==> config.mk <==
export PLATFORM = sky130hd
export DESIGN_NAME = zip_local_header_name_extractor
export DESIGN_NICKNAME = d
export VERILOG_FILES = /design/src/rtl/zle_pkg.sv /design/src/rtl/zle_parser.sv /design/src/rtl/zle_out_queue.sv /design/src/rtl/zip_local_header_name_extractor.sv
export SDC_FILE = /design/constraint.sdc
export NUM_CORES = 1
export LEC_CHECK = 0
export ABC_AREA = 1
export BUFFER_PORTS_ARGS = -buffer_cell sky130_fd_sc_hd__buf_2
export CAP_MARGIN = 5
export CORE_ASPECT_RATIO = 0.75
export CORE_MARGIN = 4
export CORE_UTILIZATION = 43
export DETAILED_ROUTE_END_ITERATION = 10
export PLACE_DENSITY_LB_ADDON = 0.1
export SKIP_LAST_GASP = 1
export SYNTH_ARGS = -nofsm -noshare
export SYNTH_HDL_FRONTEND = slang
export SYNTH_SLANG_ARGS = --single-unit
==> constraint.sdc <==
create_clock -name aclk -period 5.6 [get_ports aclk]
set_input_delay 1.12 -clock aclk [delete_from_list [all_inputs] [get_ports aclk]]
set_output_delay 1.12 -clock aclk [all_outputs]
set_load 0.01 [all_outputs]
==> src/rtl/zle_pkg.sv <==
// zle_pkg: shared types and constants of the zip local header name extractor
// no dependencies

package zle_pkg;

    localparam logic [7:0] SIG_P  = 8'h50;
    localparam logic [7:0] SIG_K  = 8'h4b;
    localparam logic [7:0] SIG_LO = 8'h03;
    localparam logic [7:0] SIG_HI = 8'h04;
    localparam logic [7:0] LIKE_LIMIT = 8'd7;

    localparam logic [4:0] OFF_SIG_DONE = 5'd3;
    localparam logic [4:0] OFF_FIRST    = 5'd4;
    localparam logic [4:0] OFF_LEN_LO   = 5'd26;
    localparam logic [4:0] OFF_LEN_HI   = 5'd27;
    localparam logic [4:0] OFF_LAST_HDR = 5'd29;

    localparam int QDEPTH = 4;
    localparam int QPTR_W = $clog2(QDEPTH);
    localparam int QCNT_W = $clog2(QDEPTH + 1);

    typedef enum logic [2:0] {
        PH_HUNT   = 3'b001,
        PH_HEADER = 3'b010,
        PH_NAME   = 3'b100
    } phase_t;

    typedef struct packed {
        logic [7:0] name_byte;
        logic       name_last;
        logic       name_empty;
        logic       is_summary;
        logic       archive_seen;
    } result_t;

    typedef struct packed {
        logic [1:0] num;
        result_t    first;
        result_t    second;
    } push_t;

endpackage

==> src/rtl/zle_parser.sv <==
// zle_parser: byte-wise header scanner state and next-state logic
// depends on zle_pkg

module zle_parser (
    input  logic            aclk,
    input  logic            aresetn,
    input  logic            accept,
    input  logic [7:0]      data_byte,
    input  logic            file_end,
    output zle_pkg::push_t  push
);
    import zle_pkg::*;

    logic [23:0] recent_reg, recent_next;
    phase_t      phase_reg, phase_next;
    logic [4:0]  hoff_reg, hoff_next;
    logic [15:0] nlen_reg, nlen_next;
    logic [15:0] nrem_reg, nrem_next;
    logic        seen_reg, seen_next;

    logic [7:0] p2, p1, p0;
    logic       pk;
    logic       have_name;
    result_t    name_res;
    result_t    summ_res;

    assign p2 = recent_reg[23:16];
    assign p1 = recent_reg[15:8];
    assign p0 = recent_reg[7:0];
    assign pk = (p2 == SIG_P) && (p1 == SIG_K);

    always_comb begin
        recent_next = {recent_reg[15:0], data_byte};
        phase_next  = phase_reg;
        hoff_next   = hoff_reg;
        nlen_next   = nlen_reg;
        nrem_next   = nrem_reg;
        seen_next   = seen_reg;
        have_name   = 1'b0;
        name_res    = '0;

        if (pk && (p0 < LIKE_LIMIT) && (data_byte < LIKE_LIMIT)) begin
            seen_next = 1'b1;
        end

        unique case (phase_reg)
            PH_HEADER: begin
                if (hoff_reg == OFF_LEN_LO) begin
                    nlen_next = {nlen_reg[15:8], data_byte};
                end else if (hoff_reg == OFF_LEN_HI) begin
                    nlen_next = {data_byte, nlen_reg[7:0]};
                end
                if (hoff_reg >= OFF_LAST_HDR) begin
                    if (nlen_reg == 16'd0) begin
                        have_name           = 1'b1;
                        name_res.name_last  = 1'b1;
                        name_res.name_empty = 1'b1;
                        phase_next          = PH_HUNT;
                        hoff_next           = '0;
                    end else begin
                        nrem_next  = nlen_reg;
                        phase_next = PH_NAME;
                    end
                end else begin
                    hoff_next = hoff_reg + 5'd1;
                end
            end
            PH_NAME: begin
                have_name          = 1'b1;
                name_res.name_byte = data_byte;
                name_res.name_last = (nrem_reg <= 16'd1);
                nrem_next          = nrem_reg - 16'd1;
                if (nrem_reg <= 16'd1) begin
                    nrem_next  = '0;
                    phase_next = PH_HUNT;
                    hoff_next  = '0;
                end
            end
            default: begin
                if ((hoff_reg >= OFF_SIG_DONE) && pk && (p0 == SIG_LO)
                        && (data_byte == SIG_HI)) begin
                    phase_next = PH_HEADER;
                    hoff_next  = OFF_FIRST;
                    nlen_next  = '0;
                end else begin
                    phase_next = PH_HUNT;
                    if (hoff_reg < OFF_SIG_DONE) begin
                        hoff_next = hoff_reg + 5'd1;
                    end else begin
                        hoff_next = OFF_SIG_DONE;
                    end
                end
            end
        endcase
    end

    always_comb begin
        summ_res              = '0;
        summ_res.is_summary   = 1'b1;
        summ_res.archive_seen = seen_next;
        push = '0;
        if (accept) begin
            if (have_name) begin
                push.first = name_res;
                if (file_end) begin
                    push.num    = 2'd2;
                    push.second = summ_res;
                end else begin
                    push.num = 2'd1;
                end
            end else if (file_end) begin
                push.num   = 2'd1;
                push.first = summ_res;
            end
        end
    end

    always_ff @(posedge aclk) begin
        if (!aresetn) begin
            recent_reg <= '0;
            phase_reg  <= PH_HUNT;
            hoff_reg   <= '0;
            nlen_reg   <= '0;
            nrem_reg   <= '0;
            seen_reg   <= 1'b0;
        end else if (accept) begin
            if (file_end) begin
                recent_reg <= '0;
                phase_reg  <= PH_HUNT;
                hoff_reg   <= '0;
                nlen_reg   <= '0;
                nrem_reg   <= '0;
                seen_reg   <= 1'b0;
            end else begin
                recent_reg <= recent_next;
                phase_reg  <= phase_next;
                hoff_reg   <= hoff_next;
                nlen_reg   <= nlen_next;
                nrem_reg   <= nrem_next;
                seen_reg   <= seen_next;
            end
        end
    end

    // header offsets stay within the fixed header
    a_hdr_offset: assert property (@(posedge aclk) disable iff (!aresetn)
        (phase_reg == PH_HEADER) |-> (hoff_reg >= OFF_FIRST && hoff_reg <= OFF_LAST_HDR))
        else $error("header offset out of range");

    // a name in progress always has bytes left
    a_name_rem: assert property (@(posedge aclk) disable iff (!aresetn)
        (phase_reg == PH_NAME) |-> (nrem_reg != 16'd0))
        else $error("name phase with nothing remaining");

endmodule

==> src/rtl/zle_out_queue.sv <==
// zle_out_queue: small result queue, up to two pushes and one pop per cycle
// depends on zle_pkg

module zle_out_queue (
    input  logic                       aclk,
    input  logic                       aresetn,
    input  zle_pkg::push_t             push,
    input  logic                       pop,
    output logic                       not_empty,
    output logic                       two_free,
    output zle_pkg::result_t           head
);
    import zle_pkg::*;

    result_t             slot_reg [QDEPTH];
    logic [QPTR_W-1:0]   wr_ptr_reg, rd_ptr_reg;
    logic [QCNT_W-1:0]   count_reg, count_next;
    logic [QPTR_W-1:0]   wr_ptr_inc;
    logic                do_pop;

    assign not_empty  = (count_reg != '0);
    assign two_free   = (count_reg <= QCNT_W'(QDEPTH - 2));
    assign head       = slot_reg[rd_ptr_reg];
    assign do_pop     = pop && not_empty;
    assign wr_ptr_inc = wr_ptr_reg + QPTR_W'(1);
    assign count_next = count_reg + QCNT_W'(push.num) - QCNT_W'(do_pop);

    always_ff @(posedge aclk) begin
        if (push.num != 2'd0) begin
            slot_reg[wr_ptr_reg] <= push.first;
        end
        if (push.num == 2'd2) begin
            slot_reg[wr_ptr_inc] <= push.second;
        end
    end

    always_ff @(posedge aclk) begin
        if (!aresetn) begin
            wr_ptr_reg <= '0;
            rd_ptr_reg <= '0;
            count_reg  <= '0;
        end else begin
            wr_ptr_reg <= wr_ptr_reg + QPTR_W'(push.num);
            if (do_pop) begin
                rd_ptr_reg <= rd_ptr_reg + QPTR_W'(1);
            end
            count_reg <= count_next;
        end
    end

    a_no_overflow: assert property (@(posedge aclk) disable iff (!aresetn)
        (push.num != 2'd0) |-> (QCNT_W'(push.num) + count_reg <= QCNT_W'(QDEPTH)))
        else $error("result queue overflow");

    a_count_track: assert property (@(posedge aclk) disable iff (!aresetn)
        (push.num == 2'd0 && !pop) |=> (count_reg == $past(count_reg)))
        else $error("queue count moved while idle");

    a_ptr_gap: assert property (@(posedge aclk) disable iff (!aresetn)
        count_reg <= QCNT_W'(QDEPTH) &&
        (wr_ptr_reg - rd_ptr_reg) == count_reg[QPTR_W-1:0])
        else $error("queue pointers disagree with count");

endmodule

==> src/rtl/zip_local_header_name_extractor.sv <==
// zip_local_header_name_extractor: top level, parser feeding a result queue
// depends on zle_pkg, zle_parser, zle_out_queue
//
// usage:
//   s_ channel takes one file byte per item (s_data_byte) with s_file_end
//   set on the last byte of the file. m_ channel delivers name results
//   (one item per name byte, name_last on the final byte, name_empty for a
//   zero-length name) and one summary item per file (is_summary, with
//   archive_seen set if a ZIP-like signature occurred).
//   latency: a result is offered on m_ in the cycle after its byte is
//   accepted when no earlier result waits ahead of it.
//   throughput: one byte per cycle while s_ready is high; parser state
//   updates in the cycle of acceptance; results go into a four-entry queue.
//   s_ready is high while the queue has two free entries, so a stalled
//   receiver holds off input once three results wait; bytes that give no
//   result add nothing to the queue. the end-of-file byte that also ends a
//   name yields two results in order.
//   reset (aresetn low, synchronous) empties the queue and returns the parser
//   to signature hunting; the parser also returns there after each file end.

module zip_local_header_name_extractor (
    input  logic       aclk,
    input  logic       aresetn,
    input  logic       s_valid,
    output logic       s_ready,
    input  logic [7:0] s_data_byte,
    input  logic       s_file_end,
    output logic       m_valid,
    input  logic       m_ready,
    output logic [7:0] m_name_byte,
    output logic       m_name_last,
    output logic       m_name_empty,
    output logic       m_is_summary,
    output logic       m_archive_seen
);
    import zle_pkg::*;

    push_t   push;
    result_t head;
    logic    two_free;
    logic    s_accept;

    assign s_ready  = two_free;
    assign s_accept = s_valid && two_free;

    zle_parser u_parser (
        .aclk      (aclk),
        .aresetn   (aresetn),
        .accept    (s_accept),
        .data_byte (s_data_byte),
        .file_end  (s_file_end),
        .push      (push)
    );

    zle_out_queue u_queue (
        .aclk      (aclk),
        .aresetn   (aresetn),
        .push      (push),
        .pop       (m_ready),
        .not_empty (m_valid),
        .two_free  (two_free),
        .head      (head)
    );

    assign m_name_byte    = head.name_byte;
    assign m_name_last    = head.name_last;
    assign m_name_empty   = head.name_empty;
    assign m_is_summary   = head.is_summary;
    assign m_archive_seen = head.archive_seen;

endmodule
* Yosys cells after proc, flatten, opt, wreduce, memory -nomap -nowiden
Memory sizes are Yosys's and may differ from the RTL's. A register that Yosys moved wholly into a read port is not among the register bits.
Index checks and enable logic that the tools add are counted.
** Storage, ports and cells
- Flip-flop bits (word level) :: 72
- Bits in writable memories :: 48
- Output and inout port bits :: 14
- Word-level logic and storage cells :: 106
- Memories kept :: 1
** Memories
- u_queue.slot_reg :: depth 4, width 12, rd ports 1, clocked after Yosys merged registers in 1, wr ports 2, line zle_out_queue.sv:15 : result_t slot_reg [QDEPTH];
** Operators by class
- Add/sub/neg operators :: 7
- $lt $le $gt $ge :: 7
- Eq/ne operators :: 17
- Muxes and demuxes :: 46
- Reductions and logical operators :: 18
** Operator list (number)
- $mux W16 :: 8
- $pmux W16 S2 :: 2
- $mux W5 :: 6
- $mux W26 :: 1
- $mux W24 :: 1
- $eq A8 B7 Y1 const B :: 2
- $le A16 B1 Y1 const B :: 1
- $logic_not A16 Y1 :: 1
- $lt A8 B3 Y1 const B :: 2
- $mux W2 :: 8
- $sub A16 B1 Y16 const B :: 1
- $mux W14 :: 1
- $mux W13 :: 1
- $mux W3 :: 4
- $ne A3 B2 Y1 const B :: 4
- $eq A5 B5 Y1 const B :: 2
- $pmux W5 S2 :: 1
- $mux W1 :: 9
- $reduce_bool A3 Y1 :: 3
- $eq A8 B2 Y1 const B :: 1
- $eq A8 B3 Y1 const B :: 1
- $logic_and A1 B1 Y1 :: 8
- $mux W8 :: 1
- $reduce_and A4 Y1 :: 2
- 20 further kinds :: 24

* Logic depth before layout (Yosys ltp)
- Word-level depth :: 11
- Depth in mapped cells :: 16
- Gate-level depth less buffers :: 16

* Cells and area by module
From an unflattened synthesis, not the netlist that was laid out.
** Unflattened totals
- Cell total of the unflattened synthesis :: 882
- Area total of the unflattened synthesis :: 6648.9 um^2
** By module, submodules not included
- zle_parser :: instances 1, cells each 580, area an instance 3696.0 um^2
- zle_out_queue :: instances 1, cells each 300, area an instance 2945.3 um^2
- zip_local_header_name_extractor :: instances 1, cells each 2, area an instance 7.5 um^2

* Worst setup path after synthesis
No wires, ideal clock.
- Path kind :: in2reg
- Start point :: input s_valid
- End point :: register u_queue.count_reg[2]
- Arrival :: 2.452 ns
- Required time :: 5.472 ns
- Setup slack :: 3.020 ns
- Stages :: 8
- Path buffers :: 0
- Cell sequence :: nand2_1 -> nor2_4 -> nand2_4 -> ha_1 -> fa_1 -> xor2_1 -> inv_1 -> nor2_1
** On the way
- Cells in the longest elaborated chain, start to end :: 4
** Ends and longest elaborated chain
- start: declaration :: line zip_local_header_name_extractor.sv:24 : input logic s_valid,
- $logic_and A1 B1 Y1 :: line zip_local_header_name_extractor.sv:44 : assign s_accept = s_valid && two_free;
- $mux W26 :: line zle_parser.sv:102 : if (accept) begin
- $add A3 B2 Y3 :: line zle_out_queue.sv:26 : assign count_next = count_reg + QCNT_W'(push.num) - QCNT_W'(do_pop);
- $sub A3 B1 Y3 :: line zle_out_queue.sv:26
- end signal: assignment :: line zle_out_queue.sv:47 : count_reg <= count_next;
- end signal: assignment :: line zle_out_queue.sv:60 : count_reg <= QCNT_W'(QDEPTH) &&
- end: declaration :: line zle_out_queue.sv:17 : logic [QCNT_W-1:0] count_reg, count_next;
No other way between the ends.
A chain may end at the register's enable or synchronous reset.

==> results.json <==
{
  "syn_area_per_cell_um2": 6.760,
  "synthFlopType": "dfxtp_1",
  "min_path_type": "register to register",
  "boundaryPins": 27,
  "p_total_w": 0.003082,
  "antenna_found_initial": 0,
  "diodes": 0,
  "fin_worst_skew_ps": 8.024,
  "hpwl_mm": 11.05,
  "post_cts_resized": 0,
  "seqPwrFrac_pct": 38.5,
  "num_vias": 5881,
  "clk_latency_ps": 430,
  "relSlewSlack_pct": 33.10,
  "p_int_w": 0.002058,
  "leakage_nw": 3.107,
  "start_kind": "register",
  "grt_pass1_wl_mm": 27.60,
  "gp_congestion": 0.8755,
  "tightest_slew_ps": 1002,
  "rsz0062_at_grt": "no",
  "clkPwrFrac_pct": 36.3,
  "cts_buffers": 17,
  "dieArea_mm2": 0.01672,
  "grt_max_degree": 89,
  "post-place-cells": 1119,
  "critical_path.max_fanout": 25,
  "vias_per_cell": 5.109,
  "port_buffers": 26,
  "yosys.area.top_type": "dfxtp_1",
  "worst_slack_ps": 1986,
  "place_ws_ps": 2463,
  "drc": 0,
  "crit_path_top_delay_cell": "dfxtp_1",
  "synth_top_cell_area_share_pct": 36.10,
  "maxSlewViolCount": 0,
  "clock-sinks": 122,
  "postCtsHoldBufs": 0,
  "mostFrequentLayoutCell": "nand2_1",
  "initial_utilization_pct": 43.73,
  "dr.first_iter.drc_count": 483,
  "largest_reg_flops": 48,
  "grt_usage_pct": 20.50,
  "first_global_vias": 5265,
  "synthTopCellsByArea": "dfxtp_1 (36%), nand2_1 (14%), a21oi_1 (8.9%), nor2_1 (8.7%), nand3_1 (6.6%)",
  "setup_viol": 0,
  "wl_per_cell_um": 14.36,
  "crit_chain": "inv_1, o21ai_0, o22ai_1, buf_2",
  "max_stage_delay_ps": 890,
  "nets": 960,
  "die_x_um": 148,
  "path_class": "register to output port",
  "end_kind": "output port",
  "path_buf_inv": 2,
  "cts.path.max_buffers": 2,
  "status": "finished clean",
  "layout_common_cells": "nand2_1 (230), nor2_1 (147), dfxtp_1 (114), a21oi_1 (112), nand3_1 (83)",
  "synth_edf_count": 8,
  "root_buffer": "clkbuf_16",
  "ir_drop_uv": 212.1,
  "max_freq_mhz": 276.7,
  "syn-cell-area_mm2": 0.006321,
  "switching_share_pct": 33.22,
  "pwr-share-comb_pct": 25.2,
  "required_ps": 4480,
  "dpl_cell_area_mm2": 0.006486,
  "cellPowerDensity_mw_per_mm2": 434.9,
  "period_minus_slack_ps": 3614,
  "totalWireLength_mm": 16.53,
  "rows": 38,
  "cp.arrival_ps": 2490,
  "clk_pin_slew_ps": 50,
  "areaGrowthSynthToFinish_pct": 12.13,
  "ys_seq_elements": 122,
  "grt.overflow.total": 0,
  "fp.coreArea_mm2": 0.01445,
  "dieHeight_um": 113,
  "maxCapViolCount": 0,
  "drive_above_1_share_pct": 9.464,
  "yosysWarnings": 0,
  "postSynth.asyncResetShare_pct": 0,
  "fillers": 1547,
  "p_sw_w": 0.001024,
  "fin_cells": 1151,
  "firstDrtPassIters": 6,
  "cts_htree_levels": 4,
  "syn-num-nets": 957,
  "timing.setup.tns_ps": 0,
  "cts_setup_buffers": 0,
  "finalHoldViolations": 0,
  "netlist_instances": 935,
  "cts_tree": "built",
  "yosysSeqAreaShare_pct": 39.90,
  "ant_nets": 0,
  "path_delay_family": "flip-flops",
  "postLayoutCellArea_mm2": 0.007088,
  "synth.distinct_cells": 38,
  "min_period_over_period_pct": 64.53
}
## per-layer routing
| layer | up-vias | wire length (µm) | GRT usage, % | share of wire (%) |
|---|---|---|---|---|
| met5 | - | 0 | 0 | 0 |
| li1 | 3063 | - | - | - |
| met2 | 135 | 6884 | 29.74 | 42 |
| met1 | 2669 | 8541 | 30.52 | 52 |
| met3 | 14 | 969 | 5.244 | 5.9 |
| met4 | 0 | 136 | 4.800 | 0.82 |
## synth_stat cells (2+ instances only)
master / number
edfxtp_1: 8
inv_1: 62
nor2_4: 3
nor2_1: 147
buf_2: 15
nand3_1: 83
buf_6: 4
o21ai_0: 41
clkbuf_1: 22
xor2_1: 7
a21oi_1: 112
nand2_4: 3
nand3_2: 3
ha_1: 8
nor2_2: 4
o21ai_1: 7
dfxtp_1: 114
nor3_1: 8
inv_2: 6
nand2_1: 230
xnor2_1: 6
nor3_2: 2
o22ai_1: 19
buf_1: 2
nand4_1: 5
buf_8: 2
## metrics by stage
stage                     util, %  hold slack, ps
final                       49.04           463.6
after detailed placement    44.88           458.1
after global routing        49.04           489.5
after global placement      44.88           456.5
after floorplan                 -           436.4
after CTS                   49.04           466.8
## tightest hold or removal path: cells and delay by family (launching register included)
kind	cells	cell delay [ps]
AOI/OAI and AO/OA	1	50
DFF	1	310
and+or+nand+nor	1	60
## logic make-up (layout without fill, tap and decap cells)
kind of cell	count (synthesis)	after routing	share of synthesized area (%)
buffers and inverters	115	131	8.036
AO/OA/AOI/OAI	184	184	15.48
XOR/XNOR	13	13	1.801
flip-flops	122	122	39.91
AND/OR/NAND/NOR	492	492	32.88
adder cells (fa/ha/maj)	9	9	1.900
## layout make-up
| class | count | area, µm² | area share (%) |
|---|---|---|---|
| clock buffer | 19 | 452.9 | 6.390 |
| clock inverter | 13 | 148.9 | 2.101 |
| sequential | 122 | 2522 | 35.59 |
| tap | 200 | 250.2 | 3.530 |
| inverter | 68 | 255.2 | 3.601 |
| timing repair buffer | 31 | 167.7 | 2.365 |
| multi-input combinational | 698 | 3291 | 46.43 |
## power groups by stage
stage	Sequential (W)	Clock [W]	Combinational [W]
6_report	0.00119	0.00112	0.000777
5_1_grt	0.00121	0.00118	0.000899
4_1_cts	0.00118	0.00114	0.000781
3_5_place_dp	0.00120	0	0.000779
3_3_place_gp	0.00120	0	0.000776
2_1_floorplan	0.00115	0	0.000621
## worst paths after layout
path / endpoint / depth (start not counted) / from / slack [ps]
worst min register to register: u_parser.recent_reg[17]$_SDFFE_PN0P_ / 2 / u_parser.recent_reg[17]$_SDFFE_PN0P_ / 460
worst min-delay path: u_parser.recent_reg[17]$_SDFFE_PN0P_ / 2 / u_parser.recent_reg[17]$_SDFFE_PN0P_ / 460
worst max register to register: u_queue.slot_reg[2][1]$_DFFE_PP_ / 12 / u_parser.hoff_reg[0]$_SDFFE_PN0P_ / 2560
worst max-delay path: m_name_byte[7] / 4 / register / 1990
Power figures use the tool's default switching activity.
